<file path="src/grbf_pkg.sv">
// ----------------------------------------------------------------------------
// grbf_pkg: shared types and constants
// Constants, state type and exp factor table for the Gaussian RBF kernel unit.
// ----------------------------------------------------------------------------
package grbf_pkg;

    localparam int GAMMA_W     = 24;
    localparam int KERNEL_W    = 16;
    localparam int APB_DATA_W  = 32;
    localparam int APB_ADDR_W  = 3;
    localparam int EXP_STEPS   = 20;
    localparam int T_W         = 20;
    localparam int P_W         = 25;
    localparam int FACTOR_W    = 24;
    localparam int STEP_CNT_W  = 5;
    localparam int CHUNK_W     = 16;

    localparam logic [GAMMA_W-1:0] GAMMA_RESET = 24'd32768;
    localparam logic [P_W-1:0]     Q24_ONE     = 25'd16777216;
    localparam logic [0:0]         REG_GAMMA   = 1'b0;

    typedef enum logic [2:0] {
        S_IDLE,
        S_MUL,
        S_SCALE,
        S_EXP,
        S_FIN,
        S_OUT
    } t_back_state;

    // round(2^24 * exp(-w)), w = 8, 4, 2, 1, 1/2 ... 1/65536
    function automatic logic [FACTOR_W-1:0] exp_factor(input logic [STEP_CNT_W-1:0] k);
        logic [FACTOR_W-1:0] f;
        case (k)
            5'd0:    f = 24'd5628;
            5'd1:    f = 24'd307285;
            5'd2:    f = 24'd2270549;
            5'd3:    f = 24'd6171993;
            5'd4:    f = 24'd10175896;
            5'd5:    f = 24'd13066109;
            5'd6:    f = 24'd14805841;
            5'd7:    f = 24'd15760736;
            5'd8:    f = 24'd16261035;
            5'd9:    f = 24'd16517109;
            5'd10:   f = 24'd16646655;
            5'd11:   f = 24'd16711808;
            5'd12:   f = 24'd16744480;
            5'd13:   f = 24'd16760840;
            5'd14:   f = 24'd16769026;
            5'd15:   f = 24'd16773120;
            5'd16:   f = 24'd16775168;
            5'd17:   f = 24'd16776192;
            5'd18:   f = 24'd16776704;
            5'd19:   f = 24'd16776960;
            default: f = 24'd16777215;
        endcase
        return f;
    endfunction

endpackage

</file>
<file path="src/grbf_if.sv">
// ----------------------------------------------------------------------------
// grbf_if: item channels
// Valid/ready channels for element pairs and kernel results.
// ----------------------------------------------------------------------------
interface grbf_in_if #(
    parameter int ELEM_BITS = 16
);
    logic                        valid;
    logic                        ready;
    logic signed [ELEM_BITS-1:0] a_elem;
    logic signed [ELEM_BITS-1:0] b_elem;
    logic                        last;

    modport source (output valid, output a_elem, output b_elem, output last, input ready);
    modport sink   (input valid, input a_elem, input b_elem, input last, output ready);
endinterface

interface grbf_out_if;
    logic        valid;
    logic        ready;
    logic [15:0] kernel_value;
    logic        saturated;

    modport source (output valid, output kernel_value, output saturated, input ready);
    modport sink   (input valid, input kernel_value, input saturated, output ready);
endinterface

</file>
<file path="src/gaussian_rbf_kernel_unit.sv">
// ----------------------------------------------------------------------------
// gaussian_rbf_kernel_unit: Gaussian RBF kernel, one element pair per item
// Front accumulates squared differences at one item per cycle unless the job
// queue is full at a vector end; the back evaluates exp(-sum * gamma) per vector.
// Path: square register, job queue, then back states MUL, SCALE, EXP, FIN, OUT.
// Throughput: one item per cycle while the queue accepts; the back takes one
// vector at a time (serial chunk multiply plus 20 exp steps), two vectors queue.
// Reset: synchronous active low; clears sum and flag, gamma returns to 0.5.
// ----------------------------------------------------------------------------
module gaussian_rbf_kernel_unit #(
    parameter int ELEM_BITS = 16,
    parameter int ACC_BITS  = 48
) (
    input  logic                              i_clk,
    input  logic                              i_rst_n,
    grbf_in_if.sink                           i_item,
    grbf_out_if.source                        o_result,
    input  logic                              psel,
    input  logic                              penable,
    input  logic                              pwrite,
    input  logic [grbf_pkg::APB_ADDR_W-1:0]   paddr,
    input  logic [grbf_pkg::APB_DATA_W-1:0]   pwdata,
    output logic [grbf_pkg::APB_DATA_W-1:0]   prdata,
    output logic                              pready
);
    import grbf_pkg::*;

    logic [GAMMA_W-1:0]  r_gamma;
    logic                reg_sel;
    logic                push;
    logic                pop;
    logic                q_full;
    logic                q_empty;
    logic [ACC_BITS-1:0] f_sum;
    logic                f_sat;
    logic [ACC_BITS:0]   q_out;

    assign pready  = 1'b1;
    assign reg_sel = paddr[APB_ADDR_W-1:2] == REG_GAMMA;
    assign prdata  = reg_sel ? APB_DATA_W'(r_gamma) : '0;

    always_ff @(posedge i_clk) begin
        if (!i_rst_n) begin
            r_gamma <= GAMMA_RESET;
        end else if (psel && penable && pwrite && reg_sel) begin
            r_gamma <= pwdata[GAMMA_W-1:0];
        end
    end

    grbf_front #(
        .ELEM_BITS (ELEM_BITS),
        .ACC_BITS  (ACC_BITS)
    ) u_front (
        .i_clk   (i_clk),
        .i_rst_n (i_rst_n),
        .i_item  (i_item),
        .i_full  (q_full),
        .o_push  (push),
        .o_sum   (f_sum),
        .o_sat   (f_sat)
    );

    grbf_queue #(
        .W (ACC_BITS + 1)
    ) u_queue (
        .i_clk   (i_clk),
        .i_rst_n (i_rst_n),
        .i_push  (push),
        .i_data  ({f_sat, f_sum}),
        .i_pop   (pop),
        .o_data  (q_out),
        .o_full  (q_full),
        .o_empty (q_empty)
    );

    grbf_back #(
        .ELEM_BITS (ELEM_BITS),
        .ACC_BITS  (ACC_BITS)
    ) u_back (
        .i_clk    (i_clk),
        .i_rst_n  (i_rst_n),
        .i_gamma  (r_gamma),
        .i_empty  (q_empty),
        .i_sum    (q_out[ACC_BITS-1:0]),
        .i_sat    (q_out[ACC_BITS]),
        .o_pop    (pop),
        .o_result (o_result)
    );

endmodule

</file>
<file path="src/grbf_front.sv">
// ----------------------------------------------------------------------------
// grbf_front: squared distance accumulator
// Squares each element difference and adds it to a saturating sum; a vector
// end pushes the sum and its flag into the job queue.
// ----------------------------------------------------------------------------
module grbf_front #(
    parameter int ELEM_BITS = 16,
    parameter int ACC_BITS  = 48
) (
    input  logic                 i_clk,
    input  logic                 i_rst_n,
    grbf_in_if.sink              i_item,
    input  logic                 i_full,
    output logic                 o_push,
    output logic [ACC_BITS-1:0]  o_sum,
    output logic                 o_sat
);
    localparam int SQ_W = 2 * ELEM_BITS;
    localparam int WIDE = ((SQ_W > ACC_BITS) ? SQ_W : ACC_BITS) + 1;

    logic                 r_a_valid;
    logic [SQ_W-1:0]      r_sq;
    logic                 r_last;
    logic [ACC_BITS-1:0]  r_sum;
    logic                 r_sat;

    logic signed [ELEM_BITS:0] diff;
    logic [ELEM_BITS:0]        absd;
    logic [ELEM_BITS-1:0]      mag;
    logic [SQ_W-1:0]           sq;
    logic                      accept;
    logic                      adv_b;

    logic [WIDE-1:0]     acc_max;
    logic [WIDE-1:0]     sq_w;
    logic [WIDE-1:0]     sq_clip;
    logic [WIDE-1:0]     tot;
    logic                clip;
    logic                ovf;
    logic [ACC_BITS-1:0] n_sum;
    logic                n_sat;

    assign diff   = {i_item.a_elem[ELEM_BITS-1], i_item.a_elem}
                  - {i_item.b_elem[ELEM_BITS-1], i_item.b_elem};
    assign absd   = diff[ELEM_BITS] ? (~diff + 1'b1) : diff;
    assign mag    = absd[ELEM_BITS-1:0];
    assign sq     = SQ_W'(mag) * SQ_W'(mag);

    assign adv_b        = r_a_valid & (~r_last | ~i_full);
    assign i_item.ready = ~r_a_valid | adv_b;
    assign accept       = i_item.valid & i_item.ready;

    assign acc_max = {{(WIDE - ACC_BITS){1'b0}}, {ACC_BITS{1'b1}}};
    assign sq_w    = WIDE'(r_sq);
    assign clip    = sq_w > acc_max;
    assign sq_clip = clip ? acc_max : sq_w;
    assign tot     = WIDE'(r_sum) + sq_clip;
    assign ovf     = tot > acc_max;
    assign n_sum   = ovf ? {ACC_BITS{1'b1}} : tot[ACC_BITS-1:0];
    assign n_sat   = r_sat | clip | ovf;

    assign o_push = adv_b & r_last;
    assign o_sum  = n_sum;
    assign o_sat  = n_sat;

    always_ff @(posedge i_clk) begin
        if (!i_rst_n) begin
            r_a_valid <= 1'b0;
            r_sum     <= '0;
            r_sat     <= 1'b0;
        end else begin
            if (accept) begin
                r_a_valid <= 1'b1;
            end else if (adv_b) begin
                r_a_valid <= 1'b0;
            end
            if (adv_b) begin
                if (r_last) begin
                    r_sum <= '0;
                    r_sat <= 1'b0;
                end else begin
                    r_sum <= n_sum;
                    r_sat <= n_sat;
                end
            end
        end
    end

    always_ff @(posedge i_clk) begin
        if (accept) begin
            r_sq   <= sq;
            r_last <= i_item.last;
        end
    end

endmodule

</file>
<file path="src/grbf_queue.sv">
// ----------------------------------------------------------------------------
// grbf_queue: job queue
// Two-entry queue of finished distance sums between front and back.
// ----------------------------------------------------------------------------
module grbf_queue #(
    parameter int W = 49
) (
    input  logic          i_clk,
    input  logic          i_rst_n,
    input  logic          i_push,
    input  logic [W-1:0]  i_data,
    input  logic          i_pop,
    output logic [W-1:0]  o_data,
    output logic          o_full,
    output logic          o_empty
);
    logic [W-1:0] r_mem [2];
    logic         r_wptr;
    logic         r_rptr;
    logic [1:0]   r_count;
    logic         do_push;
    logic         do_pop;

    assign o_full  = r_count == 2'd2;
    assign o_empty = r_count == 2'd0;
    assign do_push = i_push & ~o_full;
    assign do_pop  = i_pop & ~o_empty;
    assign o_data  = r_mem[r_rptr];

    always_ff @(posedge i_clk) begin
        if (!i_rst_n) begin
            r_wptr  <= 1'b0;
            r_rptr  <= 1'b0;
            r_count <= 2'd0;
        end else begin
            if (do_push) begin
                r_wptr <= ~r_wptr;
            end
            if (do_pop) begin
                r_rptr <= ~r_rptr;
            end
            if (do_push && !do_pop) begin
                r_count <= r_count + 2'd1;
            end else if (do_pop && !do_push) begin
                r_count <= r_count - 2'd1;
            end
        end
    end

    always_ff @(posedge i_clk) begin
        if (do_push) begin
            r_mem[r_wptr] <= i_data;
        end
    end

endmodule

</file>
<file path="src/grbf_back.sv">
// ----------------------------------------------------------------------------
// grbf_back: kernel evaluation
// Scales a distance sum by gamma over 16-bit chunks, then builds the
// exponential with one table multiply per exponent bit.
// ----------------------------------------------------------------------------
module grbf_back #(
    parameter int ELEM_BITS = 16,
    parameter int ACC_BITS  = 48
) (
    input  logic                          i_clk,
    input  logic                          i_rst_n,
    input  logic [grbf_pkg::GAMMA_W-1:0]  i_gamma,
    input  logic                          i_empty,
    input  logic [ACC_BITS-1:0]           i_sum,
    input  logic                          i_sat,
    output logic                          o_pop,
    grbf_out_if.source                    o_result
);
    import grbf_pkg::*;

    localparam int FRAC_SQ = 2 * (ELEM_BITS - 4);
    localparam int NCH     = (ACC_BITS + CHUNK_W - 1) / CHUNK_W;
    localparam int PAD     = NCH * CHUNK_W;
    localparam int PW_A    = PAD + GAMMA_W;
    localparam int PW_B    = FRAC_SQ + T_W;
    localparam int PW      = ((PW_A > PW_B) ? PW_A : PW_B) + 1;
    localparam int EP_W    = P_W + FACTOR_W;

    t_back_state r_state;
    t_back_state n_state;

    logic [PAD-1:0]        r_shift;
    logic [PW-1:0]         r_prod;
    logic [STEP_CNT_W-1:0] r_cnt;
    logic [T_W-1:0]        r_t;
    logic [P_W-1:0]        r_p;
    logic                  r_sat;
    logic                  r_zero;
    logic [KERNEL_W-1:0]   r_kernel;

    logic [CHUNK_W+GAMMA_W-1:0] chunk_prod;
    logic [EP_W-1:0]            exp_prod;
    logic [EP_W-1:0]            exp_rnd;
    logic [P_W-1:0]             kr;
    logic                       mul_done;
    logic                       exp_done;

    assign chunk_prod = (CHUNK_W+GAMMA_W)'(r_shift[PAD-1 -: CHUNK_W])
                      * (CHUNK_W+GAMMA_W)'(i_gamma);
    assign exp_prod   = EP_W'(r_p) * EP_W'(exp_factor(r_cnt));
    assign exp_rnd    = exp_prod + (EP_W'(1) << (FACTOR_W - 1));
    assign kr         = r_p + P_W'(256);
    assign mul_done   = r_cnt == STEP_CNT_W'(NCH - 1);
    assign exp_done   = r_cnt == STEP_CNT_W'(EXP_STEPS - 1);

    always_comb begin
        n_state = r_state;
        unique case (r_state)
            S_IDLE:  if (!i_empty) n_state = S_MUL;
            S_MUL:   if (mul_done) n_state = S_SCALE;
            S_SCALE: n_state = S_EXP;
            S_EXP:   if (exp_done) n_state = S_FIN;
            S_FIN:   n_state = S_OUT;
            S_OUT:   if (o_result.ready) n_state = S_IDLE;
            default: n_state = S_IDLE;
        endcase
    end

    always_comb begin
        o_pop          = (r_state == S_IDLE) & ~i_empty;
        o_result.valid = r_state == S_OUT;
    end

    assign o_result.kernel_value = r_kernel;
    assign o_result.saturated    = r_sat;

    always_ff @(posedge i_clk) begin
        if (!i_rst_n) begin
            r_state <= S_IDLE;
        end else begin
            r_state <= n_state;
        end
    end

    always_ff @(posedge i_clk) begin
        case (r_state)
            S_IDLE: begin
                r_shift <= PAD'(i_sum);
                r_sat   <= i_sat;
                r_prod  <= '0;
                r_cnt   <= '0;
            end
            S_MUL: begin
                r_prod  <= (r_prod << CHUNK_W) + PW'(chunk_prod);
                r_shift <= r_shift << CHUNK_W;
                r_cnt   <= r_cnt + 1'b1;
            end
            S_SCALE: begin
                r_zero <= |r_prod[PW-1:FRAC_SQ+T_W];
                r_t    <= r_prod[FRAC_SQ+T_W-1:FRAC_SQ];
                r_p    <= Q24_ONE;
                r_cnt  <= '0;
            end
            S_EXP: begin
                if (r_t[T_W-1]) begin
                    r_p <= exp_rnd[EP_W-1:FACTOR_W];
                end
                r_t   <= r_t << 1;
                r_cnt <= r_cnt + 1'b1;
            end
            S_FIN: begin
                r_kernel <= r_zero ? '0 : kr[P_W-1:9];
            end
            default: begin
            end
        endcase
    end

endmodule
</file>
<file path="src/flat_wrapper.sv">
// flat-port wrapper written by rule: the top's interface ports become plain ports
module gaussian_rbf_kernel_unit_flat import grbf_pkg::*;
#(
    parameter int ELEM_BITS = 16,
    parameter int ACC_BITS  = 48
)
  (i_clk, i_rst_n, psel, penable, pwrite, paddr, pwdata, prdata, pready, i_item_valid, i_item_a_elem, i_item_b_elem, i_item_last, i_item_ready, o_result_valid, o_result_kernel_value, o_result_saturated, o_result_ready);
  grbf_in_if #(.ELEM_BITS(ELEM_BITS)) i_item_i ();
  grbf_out_if o_result_i ();
  input  logic i_clk;
  input  logic i_rst_n;
  input  logic psel;
  input  logic penable;
  input  logic pwrite;
  input  logic [grbf_pkg::APB_ADDR_W-1:0] paddr;
  input  logic [grbf_pkg::APB_DATA_W-1:0] pwdata;
  output logic [grbf_pkg::APB_DATA_W-1:0] prdata;
  output logic pready;
  input wire logic [$bits(i_item_i.valid)-1:0] i_item_valid;
  input wire logic [$bits(i_item_i.a_elem)-1:0] i_item_a_elem;
  input wire logic [$bits(i_item_i.b_elem)-1:0] i_item_b_elem;
  input wire logic [$bits(i_item_i.last)-1:0] i_item_last;
  output wire logic [$bits(i_item_i.ready)-1:0] i_item_ready;
  output wire logic [$bits(o_result_i.valid)-1:0] o_result_valid;
  output wire logic [$bits(o_result_i.kernel_value)-1:0] o_result_kernel_value;
  output wire logic [$bits(o_result_i.saturated)-1:0] o_result_saturated;
  input wire logic [$bits(o_result_i.ready)-1:0] o_result_ready;
  assign i_item_i.valid = i_item_valid;
  assign i_item_i.a_elem = i_item_a_elem;
  assign i_item_i.b_elem = i_item_b_elem;
  assign i_item_i.last = i_item_last;
  assign i_item_ready = i_item_i.ready;
  assign o_result_valid = o_result_i.valid;
  assign o_result_kernel_value = o_result_i.kernel_value;
  assign o_result_saturated = o_result_i.saturated;
  assign o_result_i.ready = o_result_ready;
  gaussian_rbf_kernel_unit #(.ELEM_BITS(ELEM_BITS), .ACC_BITS(ACC_BITS)) u_core (.i_clk(i_clk), .i_rst_n(i_rst_n), .i_item(i_item_i), .o_result(o_result_i), .psel(psel), .penable(penable), .pwrite(pwrite), .paddr(paddr), .pwdata(pwdata), .prdata(prdata), .pready(pready));
endmodule
</file>
<file path="config.mk">
export PLATFORM = sky130hd
export DESIGN_NAME = gaussian_rbf_kernel_unit_flat
export DESIGN_NICKNAME = d
export VERILOG_FILES = /design/src/grbf_pkg.sv /design/src/grbf_if.sv /design/src/gaussian_rbf_kernel_unit.sv /design/src/grbf_front.sv /design/src/grbf_queue.sv /design/src/grbf_back.sv /design/src/flat_wrapper.sv
export SDC_FILE = /design/constraint.sdc
export NUM_CORES = 2
export LEC_CHECK = 0
export BUFFER_PORTS_ARGS = -buffer_cell sky130_fd_sc_hd__clkbuf_2
export CELL_PAD_IN_SITES_DETAIL_PLACEMENT = 1
export CELL_PAD_IN_SITES_GLOBAL_PLACEMENT = 2
export CORE_MARGIN = 3
export CORE_UTILIZATION = 43
export CTS_CLUSTER_SIZE = 24
export DETAILED_ROUTE_END_ITERATION = 10
export PLACE_DENSITY_LB_ADDON = 0.05
export SLEW_MARGIN = 20
export SYNTH_ARGS = -nofsm -noshare
export SYNTH_HDL_FRONTEND = slang
export SYNTH_HIERARCHICAL = 1
export SYNTH_SLANG_ARGS = --single-unit
</file>
<file path="constraint.sdc">
create_clock -name i_clk -period 11.3 [get_ports i_clk]
set_input_delay 0.565 -clock i_clk [delete_from_list [all_inputs] [get_ports i_clk]]
set_output_delay 0.565 -clock i_clk [all_outputs]
set_load 0.01 [all_outputs]
</file>
==> flow_summary.json <==
{
  "status": "finished, final reports clean",
  "route.detailed.drc": 0,
  "ant_nets": 0,
  "critical_path_class": "primary input to flop",
  "drt_pass1_iterations": 7,
  "slowest_delay_ns": 0.50,
  "ys_ff_latch": 425,
  "crit_slowest_cell": "fa_1",
  "chipHeight_um": 381,
  "final.setup.tns_ns": 0,
  "avgSynthCellArea_um2": 9.31,
  "critPathLaunch": "i_item_a_elem[0]",
  "grt_setup_unrepaired": "no",
  "timing.final.crit_share_pct": 83.6,
  "final_nets": 8038,
  "first_iter_violations": 1945,
  "crit_top_cell": "fa_1",
  "fill_cells": 16000,
  "synth_cell_types": 104,
  "multi_input_area_mm2": 0.0427,
  "arrival_ns": 9.86,
  "wl_per_cell_um": 21.1,
  "layout_commonest_cell": "inv_1",
  "worst-path-buf-inv": 7,
  "cts_setup_buffers": 0,
  "core.rowCount": 137,
  "totalWireLength_mm": 178,
  "cts_buffers": 55,
  "min_path_type": "primary input to flop",
  "clockBufferDepth": 3,
  "fmax_mhz": 106,
  "yosys.area.top_type_share_pct": 33.0,
  "maxCapViolations": 0,
  "synthToLayoutAreaGrowth_pct": 7.59,
  "vias_per_cell": 5.22,
  "worst_pin_slew_ns": 1.16,
  "place.gp.congestion": 0.845,
  "grt_pass1_vias": 49500,
  "core_area_mm2": 0.140,
  "min_from": "i_item_last",
  "layout-drive-gt1-share_pct": 6.69,
  "cp_top_family": "adder cells",
  "r2r_start": "u_core/u_back/r_p[17]",
  "crit_required_ns": 11.72,
  "route.vias.total": 43900,
  "cts.clk_slew.worst_paths_ns": 0.06,
  "finalMaxSlewViolations": 0,
  "relSlewSlack_pct": 22.5,
  "period_minus_slack_ns": 9.45,
  "ctsRootBufferMaster": "clkbuf_16",
  "start_kind": "primary input",
  "globalRouteOverflowTotal": 0,
  "die_area_mm2": 0.145,
  "endpoint_kind": "flop",
  "grt_pass1_wl_mm": 286,
  "grt_max_degree": 67,
  "cts_tree": "done",
  "register_area_mm2": 0.0117,
  "setup_viol": 0,
  "layout_common_cells": "1303 x inv_1, 997 x fa_1, 983 x nand2_1",
  "synthArstFlopShare_pct": 0,
  "skew_ns": 0.0650,
  "antenna_found_initial": 7,
  "synth_area_mm2": 0.0605,
  "io_buffers": 107,
  "synth_edf_count": 319,
  "ios": 127,
  "htreeDepth": 2,
  "hold_violations": 0,
  "synthTopCellsByArea": "fa_1 33%, edfxtp_1 16%, ha_1 9.9%, inv_1 8.1%, nand2_1 6.1%",
  "cts_hold_buf": 0,
  "ys_warn_count": 6,
  "syn_inst": 6498,
  "dp.final_hpwl_mm": 136,
  "ys.flop_type": "edfxtp_1",
  "ctsResizeCount": 0,
  "worstPathMaxFanout": 10,
  "ys_seq_area_share_pct": 19.3,
  "start_util_pct": 43.3,
  "cts_num_sinks": 425,
  "gr-usage-all-layers_pct": 25.1,
  "insertion_delay_ns": 0.68,
  "die_w_um": 381,
  "final_util_pct": 46.6,
  "synth_top_area_cell": "fa_1"
}
cell usage after synthesis, drive strengths merged (5+ instances only):
master	number
and4	8
xor2	73
or2	8
or4	17
dfxtp	106
a22oi	10
fa	997
inv	1305
nor3	41
clkinv	8
a41oi	9
mux2i	25
nand3	80
nor4	17
and2	456
a21boi	13
o21bai	32
a2111oi	8
o41ai	5
a21oi	195
o21ai	130
o31ai	26
a22o	28
buf	42
nand2b	26
nand4	30
nor2	253
xnor2	107
a31o	6
or3	26
a211oi	25
o211ai	13
a21o	93
nand2	983
mux2	50
a31oi	35
o21a	28
a221oi	5
clkbuf	256
ha	480
nor2b	43
and3	25
edfxtp	319
flip-flops by register name, summed over array words and instances, names as in the netlist, 2 cells and up, named ones only:
signal	count
u_core/r_gamma	24
u_core/u_front/r_sum	48
u_core/u_back/r_t	20
u_core/u_queue/r_count	2
u_core/u_back/r_prod	73
u_core/u_back/o_result.kernel_value	16
u_core/u_back/r_cnt	5
u_core/u_back/r_state	3
u_core/u_front/r_sq	31
u_core/u_back/r_shift	48
u_core/u_queue/r_mem	98
u_core/u_back/r_p	25
final timing paths:
kind                               to  slack, ns  cells after the start
max reg2reg     u_core/u_back/r_p[21]       2.61                     24
min reg2reg  u_core/u_front/r_sum[28]       0.48                      1
min             u_core/u_front/r_last       0.07                      1
max           u_core/u_front/r_sq[31]       1.85                     36
worst reg2reg max path, cell delays in order (launching register included):
cell and delay [ns]:
edfxtp_1 0.86, buf_4 0.45, nand2_1 0.14, fa_1 0.62
inv_1 0.08, fa_1 0.54, inv_1 0.05, fa_1 0.45
fa_1 0.52, inv_1 0.05, fa_1 0.48, fa_1 0.55
inv_1 0.05, fa_1 0.53, inv_1 0.04, ha_1 0.29
nand2_1 0.10, nor4_1 0.54, o211ai_1 0.24, a211oi_2 0.63
o31ai_1 0.22, a31oi_1 0.51, a41oi_1 0.24, xor2_1 0.17
nor2_1 0.05
layer usage:
metal	share of wire, %	wire [um]	GRT usage (%)	vias to the layer above
met2	48	85900	42.9	703
met4	1.8	3180	4.69	0
met3	3.6	6420	2.53	189
met5	0	0	0	-
met1	46	82300	34.9	22900
li1	-	-	-	20200
logic make-up after synthesis:
kind of cell / share of synthesized area (%)
simple gates: 15.8
buf+inv: 10.2
fa+ha+maj: 42.9
compound gates: 7.71
flops: 19.3
xor+xnor: 2.65
mux: 1.34
other cells: 0.0124
per-stage QoR:
| step | cell area (um2) | worst slack, ns | std cells | hold WS, ns |
|---|---|---|---|---|
| detailed placement | 63100 | 1.04 | 8305 | 0.463 |
| CTS | 65100 | 1.79 | 8409 | 0.00369 |
| global placement | 63100 | 1.17 | 8305 | 0.445 |
| floorplan | 60500 | 1.96 | 6505 | 0.428 |
| finish | 65100 | 1.85 | 8413 | 0.0668 |
| global route | 65100 | 1.28 | 8410 | 0.0234 |
area by class of cell:
cell class / instances / area share (%)
multi-input cells: 4469 / 65.6
flip-flops and latches: 425 / 18.0
inverters: 1313 / 7.57
well taps: 1876 / 3.60
clock buffers: 72 / 2.30
repair buffers: 222 / 2.15
clock inverters: 32 / 0.717
diodes: 4 / 0.0154
Power is left out: the tool's default activity adds up to more than one toggle a clock period on the data nets, which glitch-free logic cannot reach.
